--- src/design/mm4_pkg.sv ---
package mm4_pkg;

  localparam int unsigned DATA_W = 32;
  localparam int unsigned FRAC_W = 16;
  localparam int unsigned PROD_W = 2 * DATA_W;

  typedef struct packed {
    logic valid;
    logic last;
  } mm4_ctl_t;

endpackage

--- src/design/mm4_cell.sv ---
module mm4_cell
  import mm4_pkg::*;
#(
  parameter int unsigned DIM   = 4,
  parameter int unsigned ACC_W = 66
) (
  input  logic                         clk,
  input  logic                         rst,
  input  logic                         wr_left_en,
  input  logic [$clog2(DIM)-1:0]       wr_left_addr,
  input  logic                         wr_right_en,
  input  logic [$clog2(DIM)-1:0]       wr_right_addr,
  input  logic [DATA_W-1:0]            wr_left_data,
  input  logic [DATA_W-1:0]            wr_right_data,
  input  mm4_ctl_t                     in_ctl,
  input  logic [$clog2(DIM)-1:0]       in_row,
  input  logic [$clog2(DIM)-1:0]       in_col,
  input  logic signed [ACC_W-1:0]      in_sum,
  output mm4_ctl_t                     out_ctl,
  output logic [$clog2(DIM)-1:0]       out_row,
  output logic [$clog2(DIM)-1:0]       out_col,
  output logic signed [ACC_W-1:0]      out_sum
);

  localparam int unsigned RW = $clog2(DIM);

  // this cell owns column k of the left matrix and row k of the right one
  logic [DATA_W-1:0] left_mem  [DIM];
  logic [DATA_W-1:0] right_mem [DIM];

  logic [DATA_W-1:0]        rd_left;
  logic [DATA_W-1:0]        rd_right;
  mm4_ctl_t                 a_ctl;
  logic [RW-1:0]            a_row;
  logic [RW-1:0]            a_col;
  logic signed [ACC_W-1:0]  a_sum;
  logic signed [PROD_W-1:0] prod;
  mm4_ctl_t                 b_ctl;
  logic [RW-1:0]            b_row;
  logic [RW-1:0]            b_col;
  logic signed [ACC_W-1:0]  b_sum;

  always_ff @(posedge clk) begin
    if (wr_left_en) begin
      left_mem[wr_left_addr] <= wr_left_data;
    end
    if (wr_right_en) begin
      right_mem[wr_right_addr] <= wr_right_data;
    end
  end

  always_ff @(posedge clk) begin
    if (rst) begin
      a_ctl   <= '0;
      b_ctl   <= '0;
      out_ctl <= '0;
    end else begin
      a_ctl   <= in_ctl;
      b_ctl   <= a_ctl;
      out_ctl <= b_ctl;
    end
  end

  always_ff @(posedge clk) begin
    rd_left  <= left_mem[in_row];
    rd_right <= right_mem[in_col];
    a_row    <= in_row;
    a_col    <= in_col;
    a_sum    <= in_sum;
    prod     <= $signed(rd_left) * $signed(rd_right);
    b_row    <= a_row;
    b_col    <= a_col;
    b_sum    <= a_sum;
    out_sum  <= b_sum + ACC_W'(prod);
    out_row  <= b_row;
    out_col  <= b_col;
  end

endmodule

--- config.mk ---
export PLATFORM = sky130hd
export DESIGN_NAME = mm4_cell
export DESIGN_NICKNAME = d
export VERILOG_FILES = /design/src/design/mm4_pkg.sv /design/src/design/mm4_cell.sv
export SDC_FILE = /design/constraint.sdc
export NUM_CORES = 2
export LEC_CHECK = 0
export ABC_AREA = 1
export BUFFER_PORTS_ARGS = -buffer_cell sky130_fd_sc_hd__buf_2
export CAP_MARGIN = 30
export CELL_PAD_IN_SITES_DETAIL_PLACEMENT = 1
export CELL_PAD_IN_SITES_GLOBAL_PLACEMENT = 1
export CORE_ASPECT_RATIO = 1.4
export CORE_UTILIZATION = 53
export DETAILED_ROUTE_END_ITERATION = 7
export GPL_TIMING_DRIVEN = 0
export PLACE_DENSITY = 0.84
export SLEW_MARGIN = 20
export SYNTH_ARGS = -nofsm -noshare
export SYNTH_HDL_FRONTEND = slang
export SYNTH_SLANG_ARGS = --single-unit
--- constraint.sdc ---
create_clock -name clk -period 12.91 [get_ports clk]
set_input_delay 1.9365 -clock clk [delete_from_list [all_inputs] [get_ports clk]]
set_output_delay 1.9365 -clock clk [all_outputs]
set_load 0.05 [all_outputs]
Yosys cells after proc, flatten, opt, wreduce, memory -nomap -nowiden
Memories as Yosys holds them, arrays and structs flattened. A register that Yosys moved wholly into a read port is not among the register bits.
Index checks and enable logic that the tools add are counted.

cells by class
  muxes and demuxes = 4
  add/sub/neg operators = 1
  multipliers = 1

operators by type and width
  cell                                            number
  66-bit by 64-bit adder with 66-bit output       1
  32-bit by 32-bit multiplier with 64-bit output  1
  1-bit two-way mux                               4

storage, ports and cells
  logic and storage cells = 24
  register bits after elaboration = 280
  memory bits (writable) = 256
  memories kept = 2

memory list
  name       words  bits a word  rd ports  clocked after memory_dff  wr ports  line            text
  left_mem   4      32           1         1                         1         mm4_cell.sv:28  logic [DATA_W-1:0] left_mem [DIM];
  right_mem  4      32           1         1                         1         mm4_cell.sv:29  logic [DATA_W-1:0] right_mem [DIM];

Depth between registers and ports, before layout
  word-level depth = 2
  mapped depth = 32
  mapped depth without buffers = 31

Worst setup path before layout
No wires, ideal clock.

  path kind = flip-flop to flip-flop
  from = reg rd_left[31] (read register of left_mem)
  to = reg prod[59]
  setup time = 0.112 ns
  setup slack = 5.861 ns
  cell stages (with the launch flop) = 28
  data arrival time = 6.937 ns
  buffers on the path = 1
  path through = dfxtp_1 > clkbuf_1 > nand2_1 > inv_1 > fa_1 > fa_1 > inv_1 > fa_1 > inv_1 > fa_1 > inv_1 > fa_1 > inv_1 > fa_1 > inv_1 > fa_1 > fa_1 > inv_1 > ha_1 > a21oi_1 > a21boi_0 > nor2_1 > nor2_1 > nand2_1 > a21oi_1 > nand2_1 > nand2_1 > nand2_1

between the ends
  word-level cells in the longest chain between the ends = 1

ends and longest elaborated chain
  item                                            line            text
  start: declaration                              mm4_cell.sv:31  logic [DATA_W-1:0] rd_left;
  32-bit by 32-bit multiplier with 64-bit output  mm4_cell.sv:70  prod <= $signed(rd_left) * $signed(rd_right);
  end signal: assignment                          mm4_cell.sv:70
  end: declaration                                mm4_cell.sv:37  logic signed [PROD_W-1:0] prod;

No other way between the ends.
A chain may end at the register's enable or synchronous reset.

Worst setup path after layout
  from = reg rd_right[12] (read register of right_mem)
  to = reg prod[61]

between the ends
  word-level cells in the longest chain between the ends = 1

ends and longest elaborated chain
  item                                            line            text
  start: declaration                              mm4_cell.sv:32  logic [DATA_W-1:0] rd_right;
  32-bit by 32-bit multiplier with 64-bit output  mm4_cell.sv:70

No other way between the ends.

==> results.md <==
- Max-cap violation count: 0
- WHS Path Cells: 0
- Syn_nets: 8575
- Register bit total from synthesis: 600
- Fillers: 13300
- H-tree depth: 2
- Post-route insts no fill: 9052
- P&R area growth vs syn: 10.4%
- Synth area leader: fa_1
- Achievable frequency: 0.0958 GHz
- DP Cell Count: 8880
- Clock latency on the worst-skew pair: 0.75 ns
- Final instance area: 66800 um2
- Post-DP Area: 64400 um2
- First-pass GRT wire length: 420 mm
- Met2 Use GR: 82.8%
- Number of remaining DRC errors: 156
- Routed wire length: 298 mm
- Final Max Slew Viols: 0
- FF-to-FF path depth: 25
- CTS Buf Count: 57
- Final #Nets: 8961
- Row count: 146
- Post-DP HPWL: 225 mm
- GR Overflow Total: 0
- Port Buffers: 215
- Hold-fix buffers, CTS: 0
- GR Util met1: 48.2%
- Most common cell after layout, fill and taps aside: inv_1
- CTS clk-pin slew, worst paths: 0.08 ns
- Root buf cell: clkbuf_16
- Critical path launch point type: flip-flop
- Dpl ws: 3.26 ns
- I/O pins: 216
- Hold Crit Class: flip-flop to flip-flop
- Antenna violations before repair: 38
- Grt peak-use layer: met2
- Critical path endpoint category: flip-flop
- Vias in the first global route: 60700
- RSZ-0062 raised after global routing: false
- Minimum clock period after layout: 10.44 ns
- Slew @ Worst Pin: 1.47 ns
- Netlist Area Pre-Place: 60500 um2
- Post-synth top area share: 35.8%
- Routed Antenna Nets: 0
- Crit path arrival time: 11.02 ns
- Drt wl/cell: 32.9 um
- Period Utilization, post-route: 80.9%
- DIE AREA: 116000 um2
- Most frequent cells in the layout: inv_1, nand2_1, fa_1
- RePlAce Congestion: 1.06
- Synthesized area per cell: 8.53 um2
- Die W: 288 um
- Largest net degree at the start of global routing: 20
- Setup violators final: 0
- Worst slew margin: 2.20%
- Final hold viol count: 0
- DRT iter0 DRCs: 5578
- Ranking of synthesized cells by area: fa_1, edfxtp_1, inv_1
- Post-route setup slack: 2.47 ns
- Starting Density: 53.4%
- Failing checks: DRC
- CTS tree: yes
- Share of cells above drive strength 1: 7.57%
- Status: finished, violations left
- Max Clock Skew: 0.0978 ns
- Die Span Y: 402 um
- Clock Path Buffers: 3
- Core Area: 113000 um2
- Detailed Routing Iterations Pass 1: 8
- Final setup TNS: 0 ns
- Met3 usage: 21.7%
- Seq/Total Area, Yosys: 24.1%
- Crit path required time: 13.49 ns
- Worst Setup Path Type: flip-flop to flip-flop
- Vias: 54800
- Register area: 14600 um2
- Post-CTS setup buffers: 0
- Clock sinks: 600
- Library cells used by synthesis: 37
- Vias/cell: 6.05
- Max FO, Critical Path: 10
- Area occupied by multi-input gates: 37900 um2
- Syn Inst Count: 7099
- Synth Warn #: 0
- GRT Overall Usage: 52.5%
- Post-CTS sizing: 0
-- area by class of cell --
| cell class | count | share of cell area (%) |
|---|---|---|
| diodes | 38 | 0.142 |
| plain buffers | 230 | 1.35 |
| clock buffers | 72 | 2.32 |
| clock inverters | 36 | 0.640 |
| inverters | 1918 | 10.8 |
| multi-input cells | 4351 | 56.7 |
| flip-flops and latches | 600 | 21.8 |
| well taps | 1480 | 2.77 |
| repair buffers | 327 | 3.46 |
-- flip-flops by register name, indices dropped and copies added (netlist names), 32 cells and up --
signal and flops:
rd_left 32, rd_right 32, a_sum 66, prod 64
b_sum 66, left_mem 128, out_sum 66, right_mem 128
-- layer usage --
metal | vias to the layer above | share of wire [%] | wire length, um
met5 | - | 0.086 | 255
met3 | 2195 | 12 | 34900
met1 | 26600 | 28 | 83400
li1 | 21400 | - | -
met2 | 4504 | 46 | 136000
met4 | 18 | 15 | 43900
-- cells by family after synthesis --
kind of cell,Yosys count,synth area share [%]
AOI/OAI and AO/OA,466,4.20
xor gates and xnor gates,70,1.01
adders and majority gates,1332,41.0
buffers and inverters,2148,13.3
DFF,600,24.1
and+or+nand+nor,2483,16.4
-- path summary, 6_finish.rpt --
path / from / end / slack, ns
min reg2reg: b_col[0] / out_col[0] / 0.32
max: rd_right[12] / prod[61] / 2.47
min: b_col[0] / out_col[0] / 0.32
max reg2reg: rd_right[12] / prod[61] / 2.47
-- Yosys cell counts, drive strengths merged --
cell and count:
inv 1916, nand2 1860, fa 1083, nor2 407, dfxtp 344, edfxtp 256
ha 249, clkbuf 224, o21ai 200, a21oi 160, nand3 129, o22ai 64
xor2 61, nand4 39, o21bai 33, nor3 26, or2 13, xnor2 9
nor4 8, buf 6, a21o 5, a21boi 2, clkinv 2, o21a 2
and2 1
-- critical path, cell delays in order, from the launching register on --
cell,delay (ns)
dfxtp_1,1.01
clkbuf_2,0.84
nand2_1,0.31
fa_1,0.64
fa_1,0.43
fa_1,0.68
inv_1,0.11
fa_1,0.95
inv_1,0.46
fa_1,0.60
inv_1,0.05
fa_1,0.51
fa_1,0.51
inv_1,0.06
fa_1,0.50
inv_1,0.05
ha_1,0.39
nand2_1,0.13
nor2_1,0.10
inv_1,0.09
nor2_1,0.44
nand2_1,0.44
nor3_1,0.25
nand2_1,0.34
nand3_1,0.24
nand2_1,0.08
-- per-stage QoR --
step | utilization (%) | hold WS (ns)
detailed placement | 56.9 | 0.313
finish | 59.0 | 0.317
global placement | 56.0 | 0.311
global route | 59.0 | 0.323
floorplan | - | 0.310
CTS | 58.6 | 0.327
Power is left out: the tool's default activity adds up to more than one toggle a clock period on the data nets, which glitch-free logic cannot reach.
